<file path="src/assert_macros.svh">
// Assertion helpers used by the RTL.
`ifndef ASSERT_MACROS_SVH
`define ASSERT_MACROS_SVH

// Same-cycle implication, checked while out of reset.
`define POBC_ASSERT_IMP(lbl, clk, rstn, ante, cons) \
    lbl: assert property (@(posedge clk) disable iff (!rstn) (ante) |-> (cons)) \
        else $error("%m: same-cycle check failed");

// Next-cycle implication, checked while out of reset.
`define POBC_ASSERT_NXT(lbl, clk, rstn, ante, cons) \
    lbl: assert property (@(posedge clk) disable iff (!rstn) (ante) |=> (cons)) \
        else $error("%m: next-cycle check failed");

`endif

</file>
<file path="src/pobc_pkg.sv">
package pobc_pkg;

    localparam int NUM_PORTS_DEF = 8;
    localparam int NUM_PRIORITIES_DEF = 4;
    localparam int CFG_W = 4;
    localparam logic [CFG_W-1:0] PORTS_IN_USE_RST = 4'd5;
    localparam logic [15:0] FOREVER_CYCLES = 16'hFFFF;

    localparam logic [2:0] OP_TICK      = 3'd0;
    localparam logic [2:0] OP_START     = 3'd1;
    localparam logic [2:0] OP_STOP      = 3'd2;
    localparam logic [2:0] OP_INSTALL   = 3'd3;
    localparam logic [2:0] OP_REMOVE    = 3'd4;
    localparam logic [2:0] OP_SET_LEVEL = 3'd5;
    localparam logic [2:0] OP_QUERY     = 3'd6;

    typedef struct packed {
        logic [2:0]  operation;
        logic [2:0]  port;
        logic [1:0]  priority_req;
        logic [15:0] cycles;
        logic [7:0]  high_ticks;
        logic [7:0]  low_ticks;
        logic        notify;
        logic        drive_level;
    } t_item;

    typedef struct packed {
        logic [2:0] out_port;
        logic       out_level;
        logic       driving;
        logic       run_done;
        logic [1:0] done_priority;
        logic       rejected;
        logic       last;
    } t_result;

    typedef struct packed {
        logic [15:0] remaining;
        logic [7:0]  high_count;
        logic [7:0]  low_count;
        logic [7:0]  high_reload;
        logic [7:0]  low_reload;
        logic        notify_en;
    } t_slot;

    typedef logic [2:0] t_step;

    localparam t_step STEP_IDLE  = 3'd0;
    localparam t_step STEP_DISP  = 3'd1;
    localparam t_step STEP_TSEL  = 3'd2;
    localparam t_step STEP_TUPD  = 3'd3;
    localparam t_step STEP_CEXEC = 3'd4;

    typedef enum logic [2:0] {
        COND_NEXT    = 3'd0,
        COND_WAIT_IN = 3'd1,
        COND_CMD     = 3'd2,
        COND_PDONE   = 3'd3,
        COND_OUT_GO  = 3'd4
    } t_cond;

    typedef struct packed {
        logic  accept;
        logic  rd_slot;
        logic  upd_tick;
        logic  exec_cmd;
        t_cond cond;
        t_step target;
    } t_cw;

    typedef struct packed {
        logic in_valid;
        logic is_cmd;
        logic ports_done;
        logic out_busy;
    } t_flags;

    typedef struct packed {
        logic accept;
        logic rd_slot;
        logic upd_tick;
        logic exec_cmd;
    } t_ctl;

endpackage

</file>
<file path="src/pobc_item_if.sv">
interface pobc_item_if;
    logic                 valid;
    logic                 ready;
    pobc_pkg::t_item      data;

    modport source (output valid, output data, input ready);
    modport sink (input valid, input data, output ready);
endinterface

</file>
<file path="src/pobc_result_if.sv">
interface pobc_result_if;
    logic                 valid;
    logic                 ready;
    pobc_pkg::t_result    data;

    modport source (output valid, output data, input ready);
    modport sink (input valid, input data, output ready);
endinterface

</file>
<file path="src/pobc_cfg_if.sv">
interface pobc_cfg_if;
    logic                        valid;
    logic                        ready;
    logic [pobc_pkg::CFG_W-1:0]  data;

    modport source (output valid, output data, input ready);
    modport sink (input valid, input data, output ready);
endinterface

</file>
<file path="src/pobc_ram.sv">
module pobc_ram #(
    parameter int WIDTH = 8,
    parameter int DEPTH = 32
) (
    input  logic                                       i_clk,
    input  logic                                       i_we,
    input  logic [(DEPTH > 1 ? $clog2(DEPTH) : 1)-1:0] i_waddr,
    input  logic [WIDTH-1:0]                           i_wdata,
    input  logic                                       i_re,
    input  logic [(DEPTH > 1 ? $clog2(DEPTH) : 1)-1:0] i_raddr,
    output logic [WIDTH-1:0]                           o_rdata
);
    logic [WIDTH-1:0] r_mem [DEPTH];
    logic [WIDTH-1:0] r_rdata;

    always_ff @(posedge i_clk) begin
        if (i_we) begin
            r_mem[i_waddr] <= i_wdata;
        end
        if (i_re) begin
            r_rdata <= r_mem[i_raddr];
        end
    end

    assign o_rdata = r_rdata;
endmodule

</file>
<file path="src/pobc_seq.sv">
module pobc_seq (
    input  logic              i_clk,
    input  logic              i_rst_n,
    input  pobc_pkg::t_flags  i_flags,
    output pobc_pkg::t_ctl    o_ctl
);
    import pobc_pkg::*;

    t_step r_pc;
    t_step n_pc;
    t_cw   cw;

    function automatic t_cw f_ucode(input t_step s);
        t_cw w;
        w = '0;
        case (s)
            STEP_IDLE: begin
                w.accept = 1'b1;
                w.cond   = COND_WAIT_IN;
                w.target = STEP_IDLE;
            end
            STEP_DISP: begin
                w.cond   = COND_CMD;
                w.target = STEP_CEXEC;
            end
            STEP_TSEL: begin
                w.rd_slot = 1'b1;
                w.cond    = COND_PDONE;
                w.target  = STEP_IDLE;
            end
            STEP_TUPD: begin
                w.upd_tick = 1'b1;
                w.cond     = COND_OUT_GO;
                w.target   = STEP_TSEL;
            end
            STEP_CEXEC: begin
                w.exec_cmd = 1'b1;
                w.cond     = COND_OUT_GO;
                w.target   = STEP_IDLE;
            end
            default: begin
                w.cond   = COND_OUT_GO;
                w.target = STEP_IDLE;
            end
        endcase
        return w;
    endfunction

    assign cw = f_ucode(r_pc);

    always_comb begin
        case (cw.cond)
            COND_NEXT:    n_pc = t_step'(r_pc + 3'd1);
            COND_WAIT_IN: n_pc = i_flags.in_valid ? t_step'(r_pc + 3'd1) : cw.target;
            COND_CMD:     n_pc = i_flags.is_cmd ? cw.target : t_step'(r_pc + 3'd1);
            COND_PDONE:   n_pc = i_flags.ports_done ? cw.target : t_step'(r_pc + 3'd1);
            COND_OUT_GO:  n_pc = i_flags.out_busy ? r_pc : cw.target;
            default:      n_pc = STEP_IDLE;
        endcase
    end

    always_ff @(posedge i_clk) begin
        if (!i_rst_n) begin
            r_pc <= STEP_IDLE;
        end else begin
            r_pc <= n_pc;
        end
    end

    assign o_ctl.accept   = cw.accept;
    assign o_ctl.rd_slot  = cw.rd_slot & ~i_flags.ports_done;
    assign o_ctl.upd_tick = cw.upd_tick & ~i_flags.out_busy;
    assign o_ctl.exec_cmd = cw.exec_cmd & ~i_flags.out_busy;
endmodule

</file>
<file path="src/prioritized_output_blink_controller.sv">
// Blink driver for up to NUM_PORTS outputs, each with NUM_PRIORITIES blink slots held in
// a slot memory with one read and one write port; slot activity is kept in flip-flops, so no
// clearing pass is needed after reset. A small microcoded sequencer runs each beat: a tick
// steps through accept and dispatch, then one memory read and one update and result per
// serviced port, and a last read step that finds every port done; every command steps
// through accept, dispatch and execute and gives one result. A full result register lets
// the next beat start while a result still waits; a stalled result sink holds the
// sequencer in its update or execute step.
module prioritized_output_blink_controller #(
    parameter int NUM_PORTS      = pobc_pkg::NUM_PORTS_DEF,
    parameter int NUM_PRIORITIES = pobc_pkg::NUM_PRIORITIES_DEF
) (
    input  logic          i_clk,
    input  logic          i_rst_n,
    pobc_item_if.sink     i_item,
    pobc_result_if.source o_result,
    pobc_cfg_if.sink      i_cfg
);
    import pobc_pkg::*;

    localparam int PORT_W = NUM_PORTS > 1 ? $clog2(NUM_PORTS) : 1;
    localparam int PRI_W  = NUM_PRIORITIES > 1 ? $clog2(NUM_PRIORITIES) : 1;
    localparam int SLOTS  = NUM_PORTS * NUM_PRIORITIES;
    localparam int ADDR_W = SLOTS > 1 ? $clog2(SLOTS) : 1;
    localparam int CNT_W  = $clog2(NUM_PORTS + 1);

    t_ctl   ctl;
    t_flags flags;

    logic [CFG_W-1:0]          r_ports_in_use;
    t_item                     r_item;
    logic [CNT_W-1:0]          r_cnt;
    logic [NUM_PORTS-1:0]      r_level;
    logic [NUM_PORTS-1:0]      r_drive;
    logic [NUM_PRIORITIES-1:0] r_act [NUM_PORTS];
    logic                      r_any;
    logic [PRI_W-1:0]          r_sel_pri;
    logic [ADDR_W-1:0]         r_slot_addr;
    t_result                   r_out;
    logic                      r_out_valid;

    logic [5:0]        lim;
    logic [CNT_W-1:0]  n_ports;
    logic [PORT_W-1:0] cnt_idx;
    logic [5:0]        cnt6;
    logic              sel_any;
    logic [PRI_W-1:0]  sel_pri;
    logic [ADDR_W-1:0] tick_addr;

    t_slot             cur;
    t_slot             tick_nxt;
    logic              tick_lvl;
    logic              tick_done;
    logic              tick_end;
    t_result           tick_res;

    logic [5:0]        port6;
    logic [PORT_W-1:0] cmd_port;
    logic [3:0]        pri4;
    logic [PRI_W-1:0]  cmd_pri;
    logic              port_ok;
    logic              pri_ok;
    logic [ADDR_W-1:0] cmd_addr;
    logic              cmd_rej;
    logic              cmd_we;
    logic              cmd_set;
    logic              cmd_clr;
    logic              cmd_lvl;
    t_slot             cmd_slot;
    t_result           cmd_res;

    logic              ram_we;
    logic [ADDR_W-1:0] ram_waddr;
    t_slot             ram_wdata;
    logic              acc;

    assign acc = i_item.valid && i_item.ready;

    always_comb begin
        lim     = (6'(r_ports_in_use) > 6'(NUM_PORTS)) ? 6'(NUM_PORTS) : 6'(r_ports_in_use);
        n_ports = CNT_W'(lim);
        cnt_idx = r_cnt[PORT_W-1:0];
        cnt6    = 6'(r_cnt);
    end

    // First active slot of the port being serviced, priority 0 first.
    always_comb begin
        sel_any = 1'b0;
        sel_pri = '0;
        for (int j = NUM_PRIORITIES - 1; j >= 0; j--) begin
            if (r_act[cnt_idx][j]) begin
                sel_any = 1'b1;
                sel_pri = PRI_W'(j);
            end
        end
        tick_addr = ADDR_W'(ADDR_W'(cnt_idx) * ADDR_W'(NUM_PRIORITIES)) + ADDR_W'(sel_pri);
    end

    always_comb begin
        tick_nxt  = cur;
        tick_lvl  = r_level[cnt_idx];
        tick_done = 1'b0;
        tick_end  = 1'b0;
        if (cur.high_count != 8'd0) begin
            tick_nxt.high_count = cur.high_count - 8'd1;
            tick_lvl            = 1'b1;
        end else begin
            if (cur.low_count != 8'd0) begin
                tick_nxt.low_count = cur.low_count - 8'd1;
                tick_lvl           = 1'b0;
            end
            if (tick_nxt.low_count == 8'd0) begin
                if (cur.remaining != FOREVER_CYCLES) begin
                    tick_nxt.remaining = cur.remaining - 16'd1;
                end
                tick_end            = (tick_nxt.remaining == 16'd0);
                tick_done           = tick_end && cur.notify_en;
                tick_nxt.high_count = cur.high_reload;
                tick_nxt.low_count  = cur.low_reload;
            end
        end

        tick_res.out_port      = cnt6[2:0];
        tick_res.out_level     = r_any ? tick_lvl : r_level[cnt_idx];
        tick_res.driving       = r_any;
        tick_res.run_done      = r_any && tick_done;
        tick_res.done_priority = (r_any && tick_done) ? 2'(r_sel_pri) : 2'd0;
        tick_res.rejected      = 1'b0;
        tick_res.last          = ({1'b0, r_cnt} + (CNT_W + 1)'(1)) == {1'b0, n_ports};
    end

    always_comb begin
        port6    = 6'(r_item.port);
        cmd_port = port6[PORT_W-1:0];
        pri4     = 4'(r_item.priority_req);
        port_ok  = port6 < 6'(n_ports);
        pri_ok   = pri4 < 4'(NUM_PRIORITIES);
        cmd_pri  = pri4[PRI_W-1:0];
        cmd_rej  = 1'b0;
        cmd_we   = 1'b0;
        cmd_set  = 1'b0;
        cmd_clr  = 1'b0;
        cmd_lvl  = r_level[cmd_port];

        cmd_slot.remaining   = r_item.cycles;
        cmd_slot.high_count  = r_item.high_ticks;
        cmd_slot.low_count   = r_item.low_ticks;
        cmd_slot.high_reload = r_item.high_ticks;
        cmd_slot.low_reload  = r_item.low_ticks;
        cmd_slot.notify_en   = r_item.notify;

        case (r_item.operation)
            OP_START: begin
                if (!pri_ok || r_item.cycles == 16'd0 ||
                    (r_item.high_ticks == 8'd0 && r_item.low_ticks == 8'd0)) begin
                    cmd_rej = 1'b1;
                end else begin
                    cmd_we  = 1'b1;
                    cmd_set = 1'b1;
                end
            end
            OP_STOP: begin
                if (!pri_ok) begin
                    cmd_rej = 1'b1;
                end else begin
                    cmd_clr = 1'b1;
                    cmd_lvl = 1'b0;
                end
            end
            OP_INSTALL: begin
                cmd_pri             = PRI_W'(NUM_PRIORITIES - 1);
                cmd_slot.remaining  = FOREVER_CYCLES;
                cmd_slot.notify_en  = 1'b0;
                if (r_item.high_ticks == 8'd0 && r_item.low_ticks == 8'd0) begin
                    cmd_rej = 1'b1;
                end else begin
                    cmd_we  = 1'b1;
                    cmd_set = 1'b1;
                end
            end
            OP_REMOVE: begin
                cmd_pri = PRI_W'(NUM_PRIORITIES - 1);
                cmd_clr = 1'b1;
                cmd_lvl = 1'b0;
            end
            OP_SET_LEVEL: begin
                cmd_lvl = r_item.drive_level;
            end
            OP_QUERY: begin
                cmd_rej = 1'b0;
            end
            default: begin
                cmd_rej = 1'b1;
            end
        endcase

        cmd_addr = ADDR_W'(ADDR_W'(cmd_port) * ADDR_W'(NUM_PRIORITIES)) + ADDR_W'(cmd_pri);

        cmd_res.out_port      = r_item.port;
        cmd_res.out_level     = port_ok ? cmd_lvl : 1'b0;
        cmd_res.driving       = port_ok ? r_drive[cmd_port] : 1'b0;
        cmd_res.run_done      = 1'b0;
        cmd_res.done_priority = 2'd0;
        cmd_res.rejected      = !port_ok || cmd_rej;
        cmd_res.last          = 1'b1;
    end

    always_comb begin
        flags.in_valid   = i_item.valid;
        flags.is_cmd     = r_item.operation != OP_TICK;
        flags.ports_done = r_cnt >= n_ports;
        flags.out_busy   = r_out_valid && !o_result.ready;
    end

    pobc_seq u_seq (
        .i_clk   (i_clk),
        .i_rst_n (i_rst_n),
        .i_flags (flags),
        .o_ctl   (ctl)
    );

    assign ram_we    = (ctl.upd_tick && r_any) || (ctl.exec_cmd && port_ok && cmd_we);
    assign ram_waddr = ctl.upd_tick ? r_slot_addr : cmd_addr;
    assign ram_wdata = ctl.upd_tick ? tick_nxt : cmd_slot;

    pobc_ram #(
        .WIDTH ($bits(t_slot)),
        .DEPTH (SLOTS)
    ) u_slot_ram (
        .i_clk   (i_clk),
        .i_we    (ram_we),
        .i_waddr (ram_waddr),
        .i_wdata (ram_wdata),
        .i_re    (ctl.rd_slot),
        .i_raddr (tick_addr),
        .o_rdata (cur)
    );

    always_ff @(posedge i_clk) begin
        if (acc) begin
            r_item <= i_item.data;
        end
        if (ctl.rd_slot) begin
            r_any       <= sel_any;
            r_sel_pri   <= sel_pri;
            r_slot_addr <= tick_addr;
        end
        if (ctl.upd_tick) begin
            r_out <= tick_res;
        end else if (ctl.exec_cmd) begin
            r_out <= cmd_res;
        end
    end

    always_ff @(posedge i_clk) begin
        if (!i_rst_n) begin
            r_ports_in_use <= PORTS_IN_USE_RST;
            r_cnt          <= '0;
            r_level        <= '0;
            r_drive        <= '0;
            r_out_valid    <= 1'b0;
            for (int p = 0; p < NUM_PORTS; p++) begin
                r_act[p] <= '0;
            end
        end else begin
            if (i_cfg.valid) begin
                r_ports_in_use <= i_cfg.data;
            end
            if (acc) begin
                r_cnt <= '0;
            end
            if (ctl.upd_tick) begin
                r_cnt            <= r_cnt + CNT_W'(1);
                r_drive[cnt_idx] <= r_any;
                if (r_any) begin
                    r_level[cnt_idx] <= tick_lvl;
                    if (tick_end) begin
                        r_act[cnt_idx][r_sel_pri] <= 1'b0;
                    end
                end
            end
            if (ctl.exec_cmd && port_ok) begin
                r_level[cmd_port] <= cmd_lvl;
                if (cmd_set) begin
                    r_act[cmd_port][cmd_pri] <= 1'b1;
                end else if (cmd_clr) begin
                    r_act[cmd_port][cmd_pri] <= 1'b0;
                end
            end
            if (ctl.upd_tick || ctl.exec_cmd) begin
                r_out_valid <= 1'b1;
            end else if (o_result.ready) begin
                r_out_valid <= 1'b0;
            end
        end
    end

    assign i_item.ready   = ctl.accept;
    assign i_cfg.ready    = 1'b1;
    assign o_result.valid = r_out_valid;
    assign o_result.data  = r_out;

`include "assert_macros.svh"

    `POBC_ASSERT_IMP(a_load_free, i_clk, i_rst_n, ctl.upd_tick || ctl.exec_cmd, !r_out_valid || o_result.ready)
    `POBC_ASSERT_IMP(a_done_drv, i_clk, i_rst_n, r_out_valid && r_out.run_done, r_out.driving)
    `POBC_ASSERT_IMP(a_rej_last, i_clk, i_rst_n, r_out_valid && r_out.rejected, r_out.last)
    `POBC_ASSERT_NXT(a_acc_busy, i_clk, i_rst_n, i_item.valid && i_item.ready, !i_item.ready)
endmodule

</file>
<file path="src/flat_wrapper.sv">
// flat-port wrapper written by rule: the top's interface ports become plain ports
module prioritized_output_blink_controller_flat import pobc_pkg::*;
#(
    parameter int NUM_PORTS      = pobc_pkg::NUM_PORTS_DEF,
    parameter int NUM_PRIORITIES = pobc_pkg::NUM_PRIORITIES_DEF
)
  (i_clk, i_rst_n, i_item_valid, i_item_data, i_item_ready, o_result_valid, o_result_data, o_result_ready, i_cfg_valid, i_cfg_data, i_cfg_ready);
  pobc_item_if i_item_i ();
  pobc_result_if o_result_i ();
  pobc_cfg_if i_cfg_i ();
  input  logic i_clk;
  input  logic i_rst_n;
  input wire logic [$bits(i_item_i.valid)-1:0] i_item_valid;
  input wire logic [$bits(i_item_i.data)-1:0] i_item_data;
  output wire logic [$bits(i_item_i.ready)-1:0] i_item_ready;
  output wire logic [$bits(o_result_i.valid)-1:0] o_result_valid;
  output wire logic [$bits(o_result_i.data)-1:0] o_result_data;
  input wire logic [$bits(o_result_i.ready)-1:0] o_result_ready;
  input wire logic [$bits(i_cfg_i.valid)-1:0] i_cfg_valid;
  input wire logic [$bits(i_cfg_i.data)-1:0] i_cfg_data;
  output wire logic [$bits(i_cfg_i.ready)-1:0] i_cfg_ready;
  assign i_item_i.valid = i_item_valid;
  assign i_item_i.data = i_item_data;
  assign i_item_ready = i_item_i.ready;
  assign o_result_valid = o_result_i.valid;
  assign o_result_data = o_result_i.data;
  assign o_result_i.ready = o_result_ready;
  assign i_cfg_i.valid = i_cfg_valid;
  assign i_cfg_i.data = i_cfg_data;
  assign i_cfg_ready = i_cfg_i.ready;
  prioritized_output_blink_controller #(.NUM_PORTS(NUM_PORTS), .NUM_PRIORITIES(NUM_PRIORITIES)) u_core (.i_clk(i_clk), .i_rst_n(i_rst_n), .i_item(i_item_i), .o_result(o_result_i), .i_cfg(i_cfg_i));
endmodule
</file>
<file path="config.mk">
export PLATFORM = sky130hd
export DESIGN_NAME = prioritized_output_blink_controller_flat
export DESIGN_NICKNAME = d
export VERILOG_FILES = /design/src/pobc_pkg.sv /design/src/pobc_item_if.sv /design/src/pobc_result_if.sv /design/src/pobc_cfg_if.sv /design/src/pobc_ram.sv /design/src/pobc_seq.sv /design/src/prioritized_output_blink_controller.sv /design/src/flat_wrapper.sv
export VERILOG_INCLUDE_DIRS = /design/src /design/src/src
export SDC_FILE = /design/constraint.sdc
export NUM_CORES = 2
export LEC_CHECK = 0
export BUFFER_PORTS_ARGS = -buffer_cell sky130_fd_sc_hd__buf_2
export CAP_MARGIN = 20
export CORE_ASPECT_RATIO = 0.6
export CORE_MARGIN = 2
export CORE_UTILIZATION = 39
export CTS_BUF_LIST = sky130_fd_sc_hd__clkbuf_2
export DETAILED_ROUTE_END_ITERATION = 8
export GPL_ROUTABILITY_DRIVEN = 0
export PLACE_DENSITY = 0.52
export SLEW_MARGIN = 30
export SYNTH_ARGS = -nofsm -noshare
export SYNTH_HDL_FRONTEND = slang
export SYNTH_SLANG_ARGS = --single-unit
</file>
<file path="constraint.sdc">
create_clock -name i_clk -period 16.43 [get_ports i_clk]
set_input_delay 3.286 -clock i_clk [delete_from_list [all_inputs] [get_ports i_clk]]
set_output_delay 3.286 -clock i_clk [all_outputs]
set_load 0.03 [all_outputs]
</file>
==> flow_summary_export.csv <==
group,metric,value,unit
cells_and_area,area_growth_syn_to_layout,10.93,%
cts,clk_root_buffer_cell,"clkbuf_2",
yosys,synth_cell_type_count,76,
global_routing,antenna_violations_before_repair,10,
cells_and_area,n_fill_cell,15716,
detailed_routing,detailroute.via_count,39695,
yosys,dominantRegCellSynth,"edfxtp_1",
yosys,synth.ff_latch_count,1738,
yosys,synthesis.nets,4048,
critical_path,rr_endpoint,"u_core.u_slot_ram.o_rdata[31]",
yosys,simple_gate_share_of_the_synthesized_area,3.991,%
cells_and_area,fraction_of_final_layout_cells_sized_beyond_drive_strength_1,20.24,%
power,max-vdd-ir-drop,0.06070,mV
power,design_power_total,8.945,mW
global_routing,grt_overflow,0,
critical_path,critical_path_arrival,8.22,ns
critical_path,critical_path.max_fanout,113,
cells_and_area,postLayoutCoreUtil,43.43,%
yosys,async_reset_ff_share,0,%
yosys,synth_warnings,0,
global_routing,grt_usage,23.05,%
timing,max_freq,142.8,MHz
power,p_leak,24.67,nW
detailed_routing,routedWlPerCell,30.24,um
detailed_routing,number_of_optimization_iterations_in_the_first_detailed_route_pass,5,
hold_path,worstHoldEndpoint,"u_core.r_drive[2]",
die,placeableCoreArea,0.1751,mm^2
run,max_cap_violations,0,
hold_path,hold_class,"reg2reg",
yosys,synth_enable_flop_cells,1706,
cells_and_area,final_net_count,4430,
yosys,synth_top_family_by_area,"multiplexers",
timing,final.setup_skew,0.1387,ns
hold_path,worst_hold_path_cell_count,2,
detailed_routing,antenna_violating_nets_post_route,0,
hold_path,hp-start,"u_core.r_drive[2]",
power,cell_internal_pwr,6.428,mW
power,power_density,117.6,mW/mm^2
critical_path,worstRegToRegCells,11,
critical_path,critPathKind,"reg2reg",
placed_design,port-buffer-count,62,
power,switching_power,2.517,mW
cts,tritoncts_num_sinks,1738,
critical_path,timing.critical_path.from_type,"flip-flop",
yosys,cell_count_after_synthesis,3980,
die,fp.dieW,545.3,um
timing,max_slew.worst_pin.slew,1.051,ns
timing,timing.setup.tns,0,ns
die,ioPinCount,64,
timing,max_slew_margin,29.30,%
cts,worst_setup_hold_path_clk_slew,0.12,ns
die,initial_utilization,39.15,%
timing,final-hold-violation-count,0,
timing,min_period_over_period,42.62,%
yosys,ys_seq_area_share,75.66,%
die,num_rows,119,
yosys,synth_xor_area_share,0.2683,%
power,netSwitchingFraction,28.14,%
timing,grt_setup_unrepaired,"no",
cts,htree_num_levels,5,
timing,final_max_slew_viol_count,0,
die,die_h,328.8,um
critical_path,worst_ep_required_time,17.65,ns
cts,post_cts_resize_count,0,
yosys,synth.avg_cell_area,17.23,um^2
global_routing,first_global_vias,38064,
yosys,synthesis.area,0.06856,mm^2
critical_path,timing.critical_path.to_type,"flip-flop",
timing,setup_violations,0,
detailed_routing,drcViolationCount,0,
power,combinational_fraction_of_design_power,11.1,%
cts,post_cts.repair.setup_buffers,0,
cts,tritoncts,"built",
power,proportion_of_power_drawn_by_the_clock_network,30.2,%
cts,insertion_delay,1.51,ns
yosys,proportion_of_synthesized_area_in_mux_cells,12.40,%
yosys,post_synthesis_share_of_cell_area_spent_on_full_adders_half_adders_and_majority_gates,0.3103,%
cts,cts_buffers,388,
global_routing,grt_pass1_wl,292400,um
power,p_seq_share,58.7,%
cts,cts_max_path_buffers,4,
yosys,fraction_of_the_mapped_netlist_area_in_compound_gates,5.473,%
detailed_routing,wl,211900,um
die,die_area,0.1793,mm^2
status,status,"finished clean",
placed_design,place.detailed.hpwl,120300,um
detailed_routing,vias_cell,5.665,
global_routing,grt_max_degree,114,
timing,post-route-min-period,7.002,ns
detailed_routing,drt_iter0_markers,4541,
critical_path,regToRegSetupSlack,9.43,ns
cts,ctsHoldBuffers,0,
-- Yosys cell counts (all sizes together) (3+ instances only) --
cell type / count / area (um^2)
a31oi: 9 / 56.30
o21ai: 43 / 215.2
o221ai: 3 / 26.28
o22ai: 394 / 2465
nand4: 10 / 62.56
nor4: 124 / 782.0
clkbuf: 77 / 289.0
a22oi: 35 / 262.8
nor3b: 3 / 22.52
a221oi: 6 / 70.07
xnor2: 20 / 175.2
mux4: 13 / 292.8
and2: 11 / 68.82
or3: 16 / 100.1
ha: 17 / 212.7
a22o: 3 / 26.28
dfxtp: 32 / 640.6
nand2: 159 / 604.3
o22a: 3 / 26.28
nor3: 35 / 175.2
mux2: 10 / 116.4
nand3b: 3 / 22.52
and3: 5 / 31.28
nor2: 122 / 457.9
buf: 134 / 933.4
edfxtp: 1706 / 51230
nor2b: 10 / 62.56
nand3: 34 / 175.2
nand2b: 12 / 75.07
or2: 3 / 18.77
a21o: 9 / 67.56
a21oi: 53 / 269.0
inv: 20 / 75.07
mux2i: 805 / 8089
o31ai: 7 / 52.55
-- logic make-up (layout without fill, tap and decap cells) --
| logic type | count (synthesis) | count (layout) |
|---|---|---|
| flip-flops | 1738 | 1738 |
| multiplexers | 828 | 828 |
| AND/OR/NAND/NOR | 556 | 556 |
| other | 1 | 5 |
| AO/OA/AOI/OAI | 587 | 587 |
| XOR/XNOR | 21 | 21 |
| buffers and inverters | 232 | 896 |
| adder cells (fa/ha/maj) | 17 | 17 |
-- how the worst max path moves through the flow --
stage / end / cells after the start
final: u_core.u_slot_ram.o_rdata[31] / 11
after CTS: u_core.u_slot_ram.o_rdata[31] / 11
after global placement: u_core.u_slot_ram.r_mem[27][32] / 10
after global routing: u_core.u_slot_ram.o_rdata[31] / 11
after detailed placement: u_core.u_slot_ram.r_mem[27][16] / 10
after floorplan: u_core.u_slot_ram.r_mem[18][0] / 6
-- metrics by stage --
step                      instances  setup slack (ns)  instance area [um^2]  hold slack (ns)
after floorplan                3980             6.695                 68560           0.4333
after global placement         6316             8.640                 72240           0.4490
after detailed placement       6328             8.592                 72580           0.4571
after CTS                      7000             9.529                 75970           0.4716
after global routing           7006             9.290                 76050           0.4907
final                          7007             9.428                 76050           0.4699
-- layout by cell type (no fill, tap or decap), drive strengths merged, types with 12 or more instances in the layout --
cell type | synthesis | layout
nor4 | 124 | 124
nor2 | 122 | 122
or3 | 16 | 16
edfxtp | 1706 | 1706
mux2i | 805 | 805
xnor2 | 20 | 20
nand3 | 34 | 34
a21oi | 53 | 53
nand2b | 12 | 12
mux4 | 13 | 13
clkbuf | 77 | 571
clkinv | 1 | 80
o21ai | 43 | 43
ha | 17 | 17
a22oi | 35 | 35
nand2 | 159 | 159
buf | 134 | 203
dfxtp | 32 | 32
o22ai | 394 | 394
nor3 | 35 | 35
inv | 20 | 33
-- routing by layer --
metal,track usage [%],wire (um)
met4,5.085,3251
met5,0,0
met3,5.516,19490
met1,36.24,101500
met2,31.93,87610
-- critical path: stages (launching register included) --
cell and delay (ns):
dfxtp_1 0.75, mux4_2 0.64, mux2_4 0.41, a211oi_4 0.35, buf_12 0.64, buf_4 0.78
buf_12 0.70, buf_4 0.88, mux2i_1 0.27, o22ai_1 0.10, nor4_1 0.72, nand2_1 0.13
-- power by group through the flow --
stage | sequential (mW) | clock (mW) | combinational (mW)
2_1_floorplan | 5.32 | 0 | 0.545
5_1_grt | 5.26 | 2.99 | 1.05
6_report | 5.25 | 2.70 | 0.989
4_1_cts | 5.25 | 2.77 | 0.977
3_3_place_gp | 5.36 | 0 | 0.930
3_5_place_dp | 5.35 | 0 | 0.974
-- layout make-up --
cell class	count	area (um^2)	area share, %
sequential	1738	51870	68.20
multi-input combinational	2010	16120	21.20
tap	2359	2952	3.881
clock buffer	571	2858	3.758
timing repair buffer	203	1638	2.154
clock inverter	101	525.5	0.6910
inverter	21	78.83	0.1036
antenna	4	10.01	0.01316
-- state kept, by name (all words and copies together) (netlist names), 4 cells and up, named ones only --
register / cells
u_core.u_slot_ram.r_mem: 1568
u_core.u_slot_ram.o_rdata: 49
u_core.r_act: 32
u_core.r_item: 21
u_core.cmd_slot: 16
u_core.o_result.data: 10
u_core.r_drive: 8
u_core.r_level: 8
u_core.r_slot_addr: 5
u_core.r_cnt: 4
u_core.r_ports_in_use: 4
Note: power is estimated with default switching activity, not from simulation.
